File: config.mk
export PLATFORM = sky130hd
export DESIGN_NAME = maneuver_sequencer_top_flat
export DESIGN_NICKNAME = d
export VERILOG_FILES = /design/src/design/msq_pkg.sv /design/src/design/msq_channels.sv /design/src/design/maneuver_sequencer_top.sv /design/src/flat_wrapper.sv
export SDC_FILE = /design/constraint.sdc
export NUM_CORES = 1
export LEC_CHECK = 0
export ABC_AREA = 0
export BUFFER_PORTS_ARGS = -buffer_cell sky130_fd_sc_hd__buf_4
export CAP_MARGIN = 40
export CORE_MARGIN = 2
export CORE_UTILIZATION = 55
export CTS_BUF_LIST = sky130_fd_sc_hd__clkbuf_2
export DETAILED_ROUTE_END_ITERATION = 16
export PLACE_DENSITY = 0.77
export SYNTH_ARGS = -nofsm -noshare
export SYNTH_HDL_FRONTEND = slang
export SYNTH_SLANG_ARGS = --single-unit
File: constraint.sdc
create_clock -name clock -period 21 [get_ports clock]
set_clock_uncertainty 0.2 [all_clocks]
set_input_delay 2.1 -clock clock [delete_from_list [all_inputs] [get_ports clock]]
set_output_delay 2.1 -clock clock [all_outputs]
set_load 0.1 [all_outputs]
File: src/design/msq_pkg.sv
// ----------------------------------------------------------------------------
// Maneuver sequencer package
// Shared widths, field codes, plan entry layout and reset values.
// ----------------------------------------------------------------------------
`default_nettype none

package msq_pkg;

   localparam int EntryWidth    = 43;
   localparam int EntryCount    = 4;
   localparam int EntryIdxWidth = 2;
   localparam int CsrIdxWidth   = 8;
   localparam int SampleWidth   = 32;
   localparam int CountWidth    = 16;
   localparam int RefPosWidth   = 40;
   localparam int RefHeadWidth  = 33;
   localparam int MaxEntriesDef = 4;

   // 1000000 m and pi/2 rad in Q16.16
   localparam logic signed [RefPosWidth-1:0]  PosOffset   = 40'sd65536000000;
   localparam logic signed [RefHeadWidth-1:0] QuarterTurn = 33'sd102944;
   localparam logic [CountWidth-1:0]          CountMax    = 16'hFFFF;

   localparam logic [EntryWidth-1:0] EntryZeroRst  = 43'd858993465754;
   localparam logic [EntryWidth-1:0] EntryOneRst   = 43'd98784346112;
   localparam logic [EntryWidth-1:0] EntryTwoRst   = 43'd4398046511104;
   localparam logic [EntryWidth-1:0] EntryThreeRst = 43'd4398046511104;

   typedef enum logic [0:0] {
      OP_START = 1'b0,
      OP_STEP  = 1'b1
   } op_type;

   typedef enum logic [1:0] {
      ST_RAN     = 2'd0,
      ST_NOT_RUN = 2'd1,
      ST_START   = 2'd2
   } status_type;

   typedef enum logic [2:0] {
      MT_PARK          = 3'd0,
      MT_REVERSE       = 3'd1,
      MT_REVERSE_LEFT  = 3'd2,
      MT_REVERSE_RIGHT = 3'd3,
      MT_DRIVE         = 3'd4,
      MT_DRIVE_LEFT    = 3'd5,
      MT_DRIVE_RIGHT   = 3'd6
   } maneuver_type;

   typedef enum logic [3:0] {
      TR_HEAD_ABOVE  = 4'd0,
      TR_HEAD_BELOW  = 4'd1,
      TR_DURATION    = 4'd2,
      TR_POS_ABOVE   = 4'd3,
      TR_POS_BELOW   = 4'd4,
      TR_LEFT_ABOVE  = 4'd5,
      TR_LEFT_BELOW  = 4'd6,
      TR_MID_ABOVE   = 4'd7,
      TR_MID_BELOW   = 4'd8,
      TR_RIGHT_ABOVE = 4'd9,
      TR_RIGHT_BELOW = 4'd10
   } exit_cond_type;

   typedef struct packed {
      logic                          last;
      logic [2:0]                    next;
      logic [2:0]                    kind;
      logic [3:0]                    transition;
      logic signed [SampleWidth-1:0] threshold;
   } entry_type;

endpackage

`default_nettype wire

File: src/design/msq_channels.sv
// ----------------------------------------------------------------------------
// Maneuver sequencer channels
// Valid/ready interfaces for step items, result items and register writes.
// ----------------------------------------------------------------------------
`default_nettype none

interface msq_req_if;
   logic                                   valid;
   logic                                   ready;
   logic                                   operation;
   logic [msq_pkg::SampleWidth-1:0]        time_ms;
   logic                                   controller_active;
   logic signed [msq_pkg::SampleWidth-1:0] heading;
   logic signed [msq_pkg::SampleWidth-1:0] position;
   logic signed [msq_pkg::SampleWidth-1:0] tof_left;
   logic signed [msq_pkg::SampleWidth-1:0] tof_middle;
   logic signed [msq_pkg::SampleWidth-1:0] tof_right;

   modport source (output valid, operation, time_ms, controller_active, heading,
                   position, tof_left, tof_middle, tof_right, input ready);
   modport sink (input valid, operation, time_ms, controller_active, heading,
                 position, tof_left, tof_middle, tof_right, output ready);
endinterface

interface msq_rsp_if;
   logic                                    valid;
   logic                                    ready;
   logic [1:0]                              status;
   logic [msq_pkg::CountWidth-1:0]          maneuver_count;
   logic                                    ref_valid;
   logic signed [msq_pkg::RefPosWidth-1:0]  ref_position;
   logic signed [msq_pkg::RefHeadWidth-1:0] ref_heading;

   modport source (output valid, status, maneuver_count, ref_valid, ref_position,
                   ref_heading, input ready);
   modport sink (input valid, status, maneuver_count, ref_valid, ref_position,
                 ref_heading, output ready);
endinterface

interface msq_csr_if;
   logic                             valid;
   logic                             ready;
   logic [msq_pkg::CsrIdxWidth-1:0]  index;
   logic [msq_pkg::EntryWidth-1:0]   data;

   modport source (output valid, index, data, input ready);
   modport sink (input valid, index, data, output ready);
endinterface

`default_nettype wire

File: src/design/maneuver_sequencer_top.sv
// ----------------------------------------------------------------------------
// Maneuver sequencer
// Walks a plan of up to four maneuver entries and issues controller references.
// ----------------------------------------------------------------------------
// Usage:
//   req_bus  : start (operation 0) or step (operation 1) items with time and
//              sensor samples in Q16.16.
//   rsp_bus  : exactly one result item per request item, in order.
//   csr_bus  : writes plan entry i at index i; higher indexes are dropped.
//              Write only while no request is in flight.
// The result is registered: an item accepted at edge n shows its result
// after edge n. Throughput is one item per cycle while the receiver takes
// results; all work for an item is one entry select, one compare (duration uses
// a constant x1000 shift-add) and one offset add ahead of the result register.
// When the receiver stalls, the result register holds and req_bus.ready
// drops until the result is taken; a pending result never blocks a taken one.
// Reset clears the plan state (plan done, count one), reloads the default
// plan entries and empties the result register. Ready is low during reset.
// ----------------------------------------------------------------------------
`default_nettype none

module maneuver_sequencer_top #(
   parameter int MAX_ENTRIES = msq_pkg::MaxEntriesDef
) (
   input  wire       clock,
   input  wire       reset,
   msq_req_if.sink   req_bus,
   msq_rsp_if.source rsp_bus,
   msq_csr_if.sink   csr_bus
);

   localparam int SW = msq_pkg::SampleWidth;
   localparam int CW = msq_pkg::CountWidth;
   localparam int PW = msq_pkg::RefPosWidth;
   localparam int HW = msq_pkg::RefHeadWidth;
   localparam int DW = 49;

   // plan entries
   logic [msq_pkg::EntryWidth-1:0] entry_ff [msq_pkg::EntryCount];

   // plan state
   logic [msq_pkg::EntryIdxWidth-1:0] cur_entry_ff, cur_entry_in;
   logic                              at_end_ff, at_end_in;
   logic [CW-1:0]                     step_count_ff, step_count_in;
   logic [SW-1:0]                     begin_ms_ff, begin_ms_in;
   logic                              plan_running_ff, plan_running_in;
   logic                              man_running_ff, man_running_in;
   logic                              plan_done_ff, plan_done_in;

   // result register
   logic                       rsp_valid_ff, rsp_valid_in;
   msq_pkg::status_type        status_ff, status_in;
   logic [CW-1:0]              count_ff, count_in;
   logic                       ref_valid_ff, ref_valid_in;
   logic signed [PW-1:0]       ref_pos_ff, ref_pos_in;
   logic signed [HW-1:0]       ref_head_ff, ref_head_in;

   logic                       req_fire;
   msq_pkg::entry_type         entry;
   logic signed [PW-1:0]       pos_ext;
   logic signed [HW-1:0]       head_ext;
   logic [SW-1:0]              elapsed;
   logic signed [DW-1:0]       elapsed_q16;
   logic signed [DW-1:0]       thr_ext;
   logic signed [DW-1:0]       thr_ms;
   logic                       go;
   logic                       next_out;

   assign req_bus.ready = !reset && (!rsp_valid_ff || rsp_bus.ready);
   assign csr_bus.ready = !reset;
   assign req_fire      = req_bus.valid && req_bus.ready;

   assign entry    = msq_pkg::entry_type'(entry_ff[cur_entry_ff]);
   assign pos_ext  = PW'(req_bus.position);
   assign head_ext = HW'(req_bus.heading);

   // elapsed * 65536 against threshold * 1000 (1024 - 16 - 8)
   assign elapsed     = req_bus.time_ms - begin_ms_ff;
   assign elapsed_q16 = $signed({1'b0, elapsed, 16'b0});
   assign thr_ext     = DW'(entry.threshold);
   assign thr_ms      = (thr_ext <<< 10) - (thr_ext <<< 4) - (thr_ext <<< 3);
   assign next_out    = entry.last || (32'(entry.next) >= MAX_ENTRIES);

   always_comb begin
      go = 1'b0;
      unique case (entry.transition)
         msq_pkg::TR_HEAD_ABOVE:  go = req_bus.heading > entry.threshold;
         msq_pkg::TR_HEAD_BELOW:  go = req_bus.heading < entry.threshold;
         msq_pkg::TR_DURATION:    go = elapsed_q16 > thr_ms;
         msq_pkg::TR_POS_ABOVE:   go = req_bus.position > entry.threshold;
         msq_pkg::TR_POS_BELOW:   go = req_bus.position < entry.threshold;
         msq_pkg::TR_LEFT_ABOVE:  go = req_bus.tof_left > entry.threshold;
         msq_pkg::TR_LEFT_BELOW:  go = req_bus.tof_left < entry.threshold;
         msq_pkg::TR_MID_ABOVE:   go = req_bus.tof_middle > entry.threshold;
         msq_pkg::TR_MID_BELOW:   go = req_bus.tof_middle < entry.threshold;
         msq_pkg::TR_RIGHT_ABOVE: go = req_bus.tof_right > entry.threshold;
         msq_pkg::TR_RIGHT_BELOW: go = req_bus.tof_right < entry.threshold;
         default:                 go = 1'b0;
      endcase
   end

   always_comb begin
      cur_entry_in    = cur_entry_ff;
      at_end_in       = at_end_ff;
      step_count_in   = step_count_ff;
      begin_ms_in     = begin_ms_ff;
      plan_running_in = plan_running_ff;
      man_running_in  = man_running_ff;
      plan_done_in    = plan_done_ff;

      rsp_valid_in = rsp_valid_ff && !rsp_bus.ready;
      status_in    = status_ff;
      count_in     = count_ff;
      ref_valid_in = ref_valid_ff;
      ref_pos_in   = ref_pos_ff;
      ref_head_in  = ref_head_ff;

      if (req_fire) begin
         rsp_valid_in = 1'b1;
         status_in    = msq_pkg::ST_NOT_RUN;
         count_in     = '0;
         ref_valid_in = 1'b0;
         ref_pos_in   = '0;
         ref_head_in  = '0;
         if (req_bus.operation == msq_pkg::OP_START) begin
            // restart only once the previous plan has completed
            if (plan_done_ff) begin
               cur_entry_in    = '0;
               at_end_in       = 1'b0;
               step_count_in   = CW'(1);
               man_running_in  = 1'b0;
               plan_running_in = 1'b0;
               plan_done_in    = 1'b0;
            end
            status_in = msq_pkg::ST_START;
            count_in  = step_count_in;
         end else if (plan_done_ff || !req_bus.controller_active) begin
            status_in = msq_pkg::ST_NOT_RUN;
         end else if (at_end_ff) begin
            if (plan_running_ff) begin
               plan_running_in = 1'b0;
               plan_done_in    = 1'b1;
            end
         end else begin
            plan_running_in = 1'b1;
            status_in       = msq_pkg::ST_RAN;
            if (!man_running_ff) begin
               // new maneuver: issue its reference and latch start time
               unique case (entry.kind)
                  msq_pkg::MT_PARK: begin
                     ref_pos_in  = pos_ext;
                     ref_head_in = head_ext;
                  end
                  msq_pkg::MT_REVERSE: begin
                     ref_pos_in  = pos_ext - msq_pkg::PosOffset;
                     ref_head_in = head_ext;
                  end
                  msq_pkg::MT_REVERSE_LEFT: begin
                     ref_pos_in  = pos_ext - msq_pkg::PosOffset;
                     ref_head_in = head_ext + msq_pkg::QuarterTurn;
                  end
                  msq_pkg::MT_REVERSE_RIGHT: begin
                     ref_pos_in  = pos_ext - msq_pkg::PosOffset;
                     ref_head_in = head_ext - msq_pkg::QuarterTurn;
                  end
                  msq_pkg::MT_DRIVE: begin
                     ref_pos_in  = pos_ext + msq_pkg::PosOffset;
                     ref_head_in = head_ext;
                  end
                  msq_pkg::MT_DRIVE_LEFT: begin
                     ref_pos_in  = pos_ext + msq_pkg::PosOffset;
                     ref_head_in = head_ext - msq_pkg::QuarterTurn;
                  end
                  msq_pkg::MT_DRIVE_RIGHT: begin
                     ref_pos_in  = pos_ext + msq_pkg::PosOffset;
                     ref_head_in = head_ext + msq_pkg::QuarterTurn;
                  end
                  default: begin
                     ref_pos_in  = '0;
                     ref_head_in = '0;
                  end
               endcase
               ref_valid_in   = 1'b1;
               begin_ms_in    = req_bus.time_ms;
               man_running_in = 1'b1;
               count_in       = step_count_ff;
            end else begin
               if (go) begin
                  if (next_out) begin
                     at_end_in = 1'b1;
                  end else begin
                     cur_entry_in = entry.next[msq_pkg::EntryIdxWidth-1:0];
                  end
                  if (step_count_ff != msq_pkg::CountMax) begin
                     step_count_in = step_count_ff + CW'(1);
                  end
                  man_running_in = 1'b0;
               end
               count_in = step_count_in;
            end
         end
      end
   end

   always_ff @(posedge clock) begin
      if (reset) begin
         entry_ff[0]     <= msq_pkg::EntryZeroRst;
         entry_ff[1]     <= msq_pkg::EntryOneRst;
         entry_ff[2]     <= msq_pkg::EntryTwoRst;
         entry_ff[3]     <= msq_pkg::EntryThreeRst;
         cur_entry_ff    <= '0;
         at_end_ff       <= 1'b0;
         step_count_ff   <= CW'(1);
         begin_ms_ff     <= '0;
         plan_running_ff <= 1'b0;
         man_running_ff  <= 1'b0;
         plan_done_ff    <= 1'b1;
         rsp_valid_ff    <= 1'b0;
      end else begin
         // drop writes beyond the last entry
         if (csr_bus.valid && csr_bus.ready &&
             csr_bus.index < msq_pkg::CsrIdxWidth'(msq_pkg::EntryCount)) begin
            entry_ff[csr_bus.index[msq_pkg::EntryIdxWidth-1:0]] <= csr_bus.data;
         end
         cur_entry_ff    <= cur_entry_in;
         at_end_ff       <= at_end_in;
         step_count_ff   <= step_count_in;
         begin_ms_ff     <= begin_ms_in;
         plan_running_ff <= plan_running_in;
         man_running_ff  <= man_running_in;
         plan_done_ff    <= plan_done_in;
         rsp_valid_ff    <= rsp_valid_in;
      end
   end

   always_ff @(posedge clock) begin
      status_ff    <= status_in;
      count_ff     <= count_in;
      ref_valid_ff <= ref_valid_in;
      ref_pos_ff   <= ref_pos_in;
      ref_head_ff  <= ref_head_in;
   end

   assign rsp_bus.valid          = rsp_valid_ff;
   assign rsp_bus.status         = status_ff;
   assign rsp_bus.maneuver_count = count_ff;
   assign rsp_bus.ref_valid      = ref_valid_ff;
   assign rsp_bus.ref_position   = ref_pos_ff;
   assign rsp_bus.ref_heading    = ref_head_ff;

endmodule

`default_nettype wire

File: src/flat_wrapper.sv
// flat-port wrapper written by rule: the top's interface ports become plain ports
module maneuver_sequencer_top_flat 
#(
   parameter int MAX_ENTRIES = msq_pkg::MaxEntriesDef
)
  (clock, reset, req_bus_valid, req_bus_operation, req_bus_time_ms, req_bus_controller_active, req_bus_heading, req_bus_position, req_bus_tof_left, req_bus_tof_middle, req_bus_tof_right, req_bus_ready, rsp_bus_valid, rsp_bus_status, rsp_bus_maneuver_count, rsp_bus_ref_valid, rsp_bus_ref_position, rsp_bus_ref_heading, rsp_bus_ready, csr_bus_valid, csr_bus_index, csr_bus_data, csr_bus_ready);
  msq_req_if req_bus_i ();
  msq_rsp_if rsp_bus_i ();
  msq_csr_if csr_bus_i ();
  input  wire clock;
  input  wire reset;
  input wire logic [$bits(req_bus_i.valid)-1:0] req_bus_valid;
  input wire logic [$bits(req_bus_i.operation)-1:0] req_bus_operation;
  input wire logic [$bits(req_bus_i.time_ms)-1:0] req_bus_time_ms;
  input wire logic [$bits(req_bus_i.controller_active)-1:0] req_bus_controller_active;
  input wire logic [$bits(req_bus_i.heading)-1:0] req_bus_heading;
  input wire logic [$bits(req_bus_i.position)-1:0] req_bus_position;
  input wire logic [$bits(req_bus_i.tof_left)-1:0] req_bus_tof_left;
  input wire logic [$bits(req_bus_i.tof_middle)-1:0] req_bus_tof_middle;
  input wire logic [$bits(req_bus_i.tof_right)-1:0] req_bus_tof_right;
  output wire logic [$bits(req_bus_i.ready)-1:0] req_bus_ready;
  output wire logic [$bits(rsp_bus_i.valid)-1:0] rsp_bus_valid;
  output wire logic [$bits(rsp_bus_i.status)-1:0] rsp_bus_status;
  output wire logic [$bits(rsp_bus_i.maneuver_count)-1:0] rsp_bus_maneuver_count;
  output wire logic [$bits(rsp_bus_i.ref_valid)-1:0] rsp_bus_ref_valid;
  output wire logic [$bits(rsp_bus_i.ref_position)-1:0] rsp_bus_ref_position;
  output wire logic [$bits(rsp_bus_i.ref_heading)-1:0] rsp_bus_ref_heading;
  input wire logic [$bits(rsp_bus_i.ready)-1:0] rsp_bus_ready;
  input wire logic [$bits(csr_bus_i.valid)-1:0] csr_bus_valid;
  input wire logic [$bits(csr_bus_i.index)-1:0] csr_bus_index;
  input wire logic [$bits(csr_bus_i.data)-1:0] csr_bus_data;
  output wire logic [$bits(csr_bus_i.ready)-1:0] csr_bus_ready;
  assign req_bus_i.valid = req_bus_valid;
  assign req_bus_i.operation = req_bus_operation;
  assign req_bus_i.time_ms = req_bus_time_ms;
  assign req_bus_i.controller_active = req_bus_controller_active;
  assign req_bus_i.heading = req_bus_heading;
  assign req_bus_i.position = req_bus_position;
  assign req_bus_i.tof_left = req_bus_tof_left;
  assign req_bus_i.tof_middle = req_bus_tof_middle;
  assign req_bus_i.tof_right = req_bus_tof_right;
  assign req_bus_ready = req_bus_i.ready;
  assign rsp_bus_valid = rsp_bus_i.valid;
  assign rsp_bus_status = rsp_bus_i.status;
  assign rsp_bus_maneuver_count = rsp_bus_i.maneuver_count;
  assign rsp_bus_ref_valid = rsp_bus_i.ref_valid;
  assign rsp_bus_ref_position = rsp_bus_i.ref_position;
  assign rsp_bus_ref_heading = rsp_bus_i.ref_heading;
  assign rsp_bus_i.ready = rsp_bus_ready;
  assign csr_bus_i.valid = csr_bus_valid;
  assign csr_bus_i.index = csr_bus_index;
  assign csr_bus_i.data = csr_bus_data;
  assign csr_bus_ready = csr_bus_i.ready;
  maneuver_sequencer_top #(.MAX_ENTRIES(MAX_ENTRIES)) u_core (.clock(clock), .reset(reset), .req_bus(req_bus_i), .rsp_bus(rsp_bus_i), .csr_bus(csr_bus_i));
endmodule
==> reports/qor.yml <==
status: "completed"
final_core_util: 0.647
antenna_left: 0
clk_path_buf_depth: 3
hold_violations: 0
hold_buffers: 0
antenna_found_initial: 8
drtIter0Drc: 1962
ff_latch_area_sq_um: 9010
timing.setup.critical_path_class: "flip-flop to flip-flop"
synth.most_common_cell: "ha_1"
portBuffers: 344
hp-class: "flip-flop to flip-flop"
vias: 21100
synth.area.top_cells: "edfxtp_1 (32%), ha_1 (16%), and2_1 (4.9%)"
async_flop_share: 0
grt_util_all_layers: 0.327
p_total_w: 0.00178
whs_path_depth: 2
yosys_warnings: 0
setup_viol: 0
synth-main-ff-cell: "edfxtp_1"
drive_above_1_share: 0.203
grt_pass1_wl_mm: 117
synth_area_leader_cell: "edfxtp_1"
synth_edf_count: 262
max_stage_delay_ps: 830
area_growth_pct: 16.8
core_sq_um: 43900
path_clk_slew_ps: 100
dieArea_sq_um: 45900
reg2reg_depth: 28
fillers: 3621
critPathSlowestCell: "dfxtp_2"
hold-path-endpoint: "u_core.begin_ms_ff[9]"
critical_path_peak_fanout: 21
startpoint_type: "flip-flop"
rrSetupSlack_ps: 11060
yosysUniqueCellTypes: 78
setup_tns_ps: 0
post_drt_wl_per_cell_um: 21.8
synth_cells: 2432
cts.sinks: 319
std_cell_rows: 77
die_w_um: 214
slew_headroom: 0.337
synth_seq_cells: 319
leakage_nw: 11.9
pin_count: 345
dp_hpwl_mm: 58.5
min_period_ps: 9940
worst_ep_required_time_ps: 21630
multi_input_area_sq_um: 14500
syn-cell-area_sq_um: 24300
insertion_delay_ps: 1100
route.detailed.drc: 0
nets: 3398
max_freq_mhz: 101
postCtsSetupBuffers: 0
cts_buffers: 85
drtPass1Iterations: 9
grt_max_degree: 74
viasPerCell: 6.07
syn_nets: 3021
dieHeight_um: 214
overflow: 0
critPathCaptureType: "flip-flop"
initial_utilization: 0.554
p_per_area_nw_per_um2: 62.5
gp_congestion: 0.956
hp-start: "u_core.begin_ms_ff[9]"
vdd_ir_drop_max_uv: 48.0
worst_pin_slew_ps: 985
tritoncts: "done"
synth_top_area_share: 0.323
syn_area_per_cell_sq_um: 10.0
r2r_end: "u_core.rsp_bus.maneuver_count[15]"
post-route-period-util: 0.473
cts-resized-gates: 0
clockRootBuffer: "clkbuf_2"
critPathArrivalTime_ps: 10570
grt_pass1_vias: 20800
synth_common_cells: "ha_1 (311), edfxtp_1 (262), a21oi_1 (195)"
drv_cap: 0
rsz0062_at_grt: "no"
ctsHtreeMaxLevel: 3
final_max_slew_viol_count: 0
routed_wl_mm: 75.7
yosysSeqAreaShare: 0.370
cells by family (layout without fill, tap and decap cells):
| kind of cell | Yosys count | count (layout) | synth area share |
|---|---|---|---|
| fa+ha+maj | 339 | 339 | 0.183 |
| mux | 53 | 53 | 0.0430 |
| xor+xnor | 87 | 87 | 0.0313 |
| compound gates | 610 | 610 | 0.165 |
| other cells | 0 | 6 | 0 |
| buf+inv | 209 | 655 | 0.0336 |
| simple gates | 815 | 815 | 0.174 |
| flops | 319 | 319 | 0.370 |
area by class of cell:
cell class                 instances  area share
antenna                            6    0.000528
timing repair buffer             370      0.0982
sequential                       319       0.317
tap                              592      0.0261
inverter                         129      0.0171
clock inverter                    32     0.00766
clock buffer                     124      0.0218
multi-input combinational       1904       0.512
per-layer routing:
layer,global-route usage,vias to the layer above,wire (um),part of all wire
met5,0,-,41,0.00054
met4,0.137,6,2850,0.038
met3,0.0671,146,6460,0.085
met2,0.536,975,35400,0.47
met1,0.423,10100,31000,0.41
li1,-,9906,-,-
critical path: cells and delay by family, from the launching register on:
family                     cells  cell delay, ps
xor gates and xnor gates       1             130
muxes                          2            1230
buffers and inverters          2             590
AOI/OAI and AO/OA             13            3290
adders and majority gates      3            1220
and+or+nand+nor                7            2160
DFF                            1             830
state kept, by name, indices dropped and copies added, names as in the netlist, 2 cells and up, named ones only:
| name | flops |
|---|---|
| u_core.begin_ms_ff | 32 |
| u_core.rsp_bus.status | 2 |
| u_core.cur_entry_ff | 2 |
| u_core.rsp_bus.ref_position | 38 |
| u_core.rsp_bus.ref_heading | 33 |
| u_core.entry_ff | 172 |
| u_core.step_count_ff | 16 |
| u_core.rsp_bus.maneuver_count | 16 |
how the worst max path moves through the flow:
stage	startpoint	endpoint	depth (start not counted)
2_1_floorplan	flip-flop	u_core.rsp_bus.maneuver_count[10]	34
3_3_place_gp	flip-flop	u_core.rsp_bus.maneuver_count[15]	26
3_5_place_dp	flip-flop	u_core.rsp_bus.maneuver_count[15]	28
4_1_cts	flip-flop	u_core.rsp_bus.maneuver_count[15]	28
5_1_grt	flip-flop	u_core.rsp_bus.maneuver_count[15]	28
6_report	flip-flop	u_core.rsp_bus.maneuver_count[15]	28
stage by stage:
step	area (sq um)	instances	setup slack, ps	hold slack, ps
4_1_cts	28400	3470	11120	260
2_1_floorplan	24300	2432	12060	236
3_5_place_dp	27600	3314	11190	247
5_1_grt	28400	3475	10160	287
3_3_place_gp	27500	3309	11380	242
6_report	28400	3476	11060	259
where the power goes:
group          switching, W  internal [W]  leakage, nW
Sequential       0.00000892      0.000711         2.99
Combinational      0.000357      0.000226         8.25
Clock              0.000284      0.000189        0.614
layout by cell type (no fill, tap or decap), drive strengths merged, types with 9 or more instances in the layout:
| cell type | instances |
|---|---|
| buf | 370 |
| ha | 311 |
| edfxtp | 262 |
| a21oi | 195 |
| nand2 | 193 |
| and2 | 190 |
| inv | 132 |
| nor2 | 128 |
| clkbuf | 124 |
| o21ai | 95 |
| a21o | 63 |
| nand3 | 59 |
| xnor2 | 58 |
| dfxtp | 57 |
| nand4 | 48 |
| mux4 | 41 |
| nor3 | 38 |
| or3 | 35 |
| a22oi | 33 |
| nand2b | 31 |
| xor2 | 29 |
| fa | 28 |
| o211ai | 26 |
| nor2b | 25 |
| clkinv | 25 |
| a211oi | 23 |
| o21a | 22 |
| o21bai | 19 |
| o31ai | 17 |
| nor4 | 14 |
| a31oi | 13 |
| or4 | 12 |
| or2 | 10 |
| mux2i | 10 |
| and3 | 9 |
(Power assumes the default switching activity.)
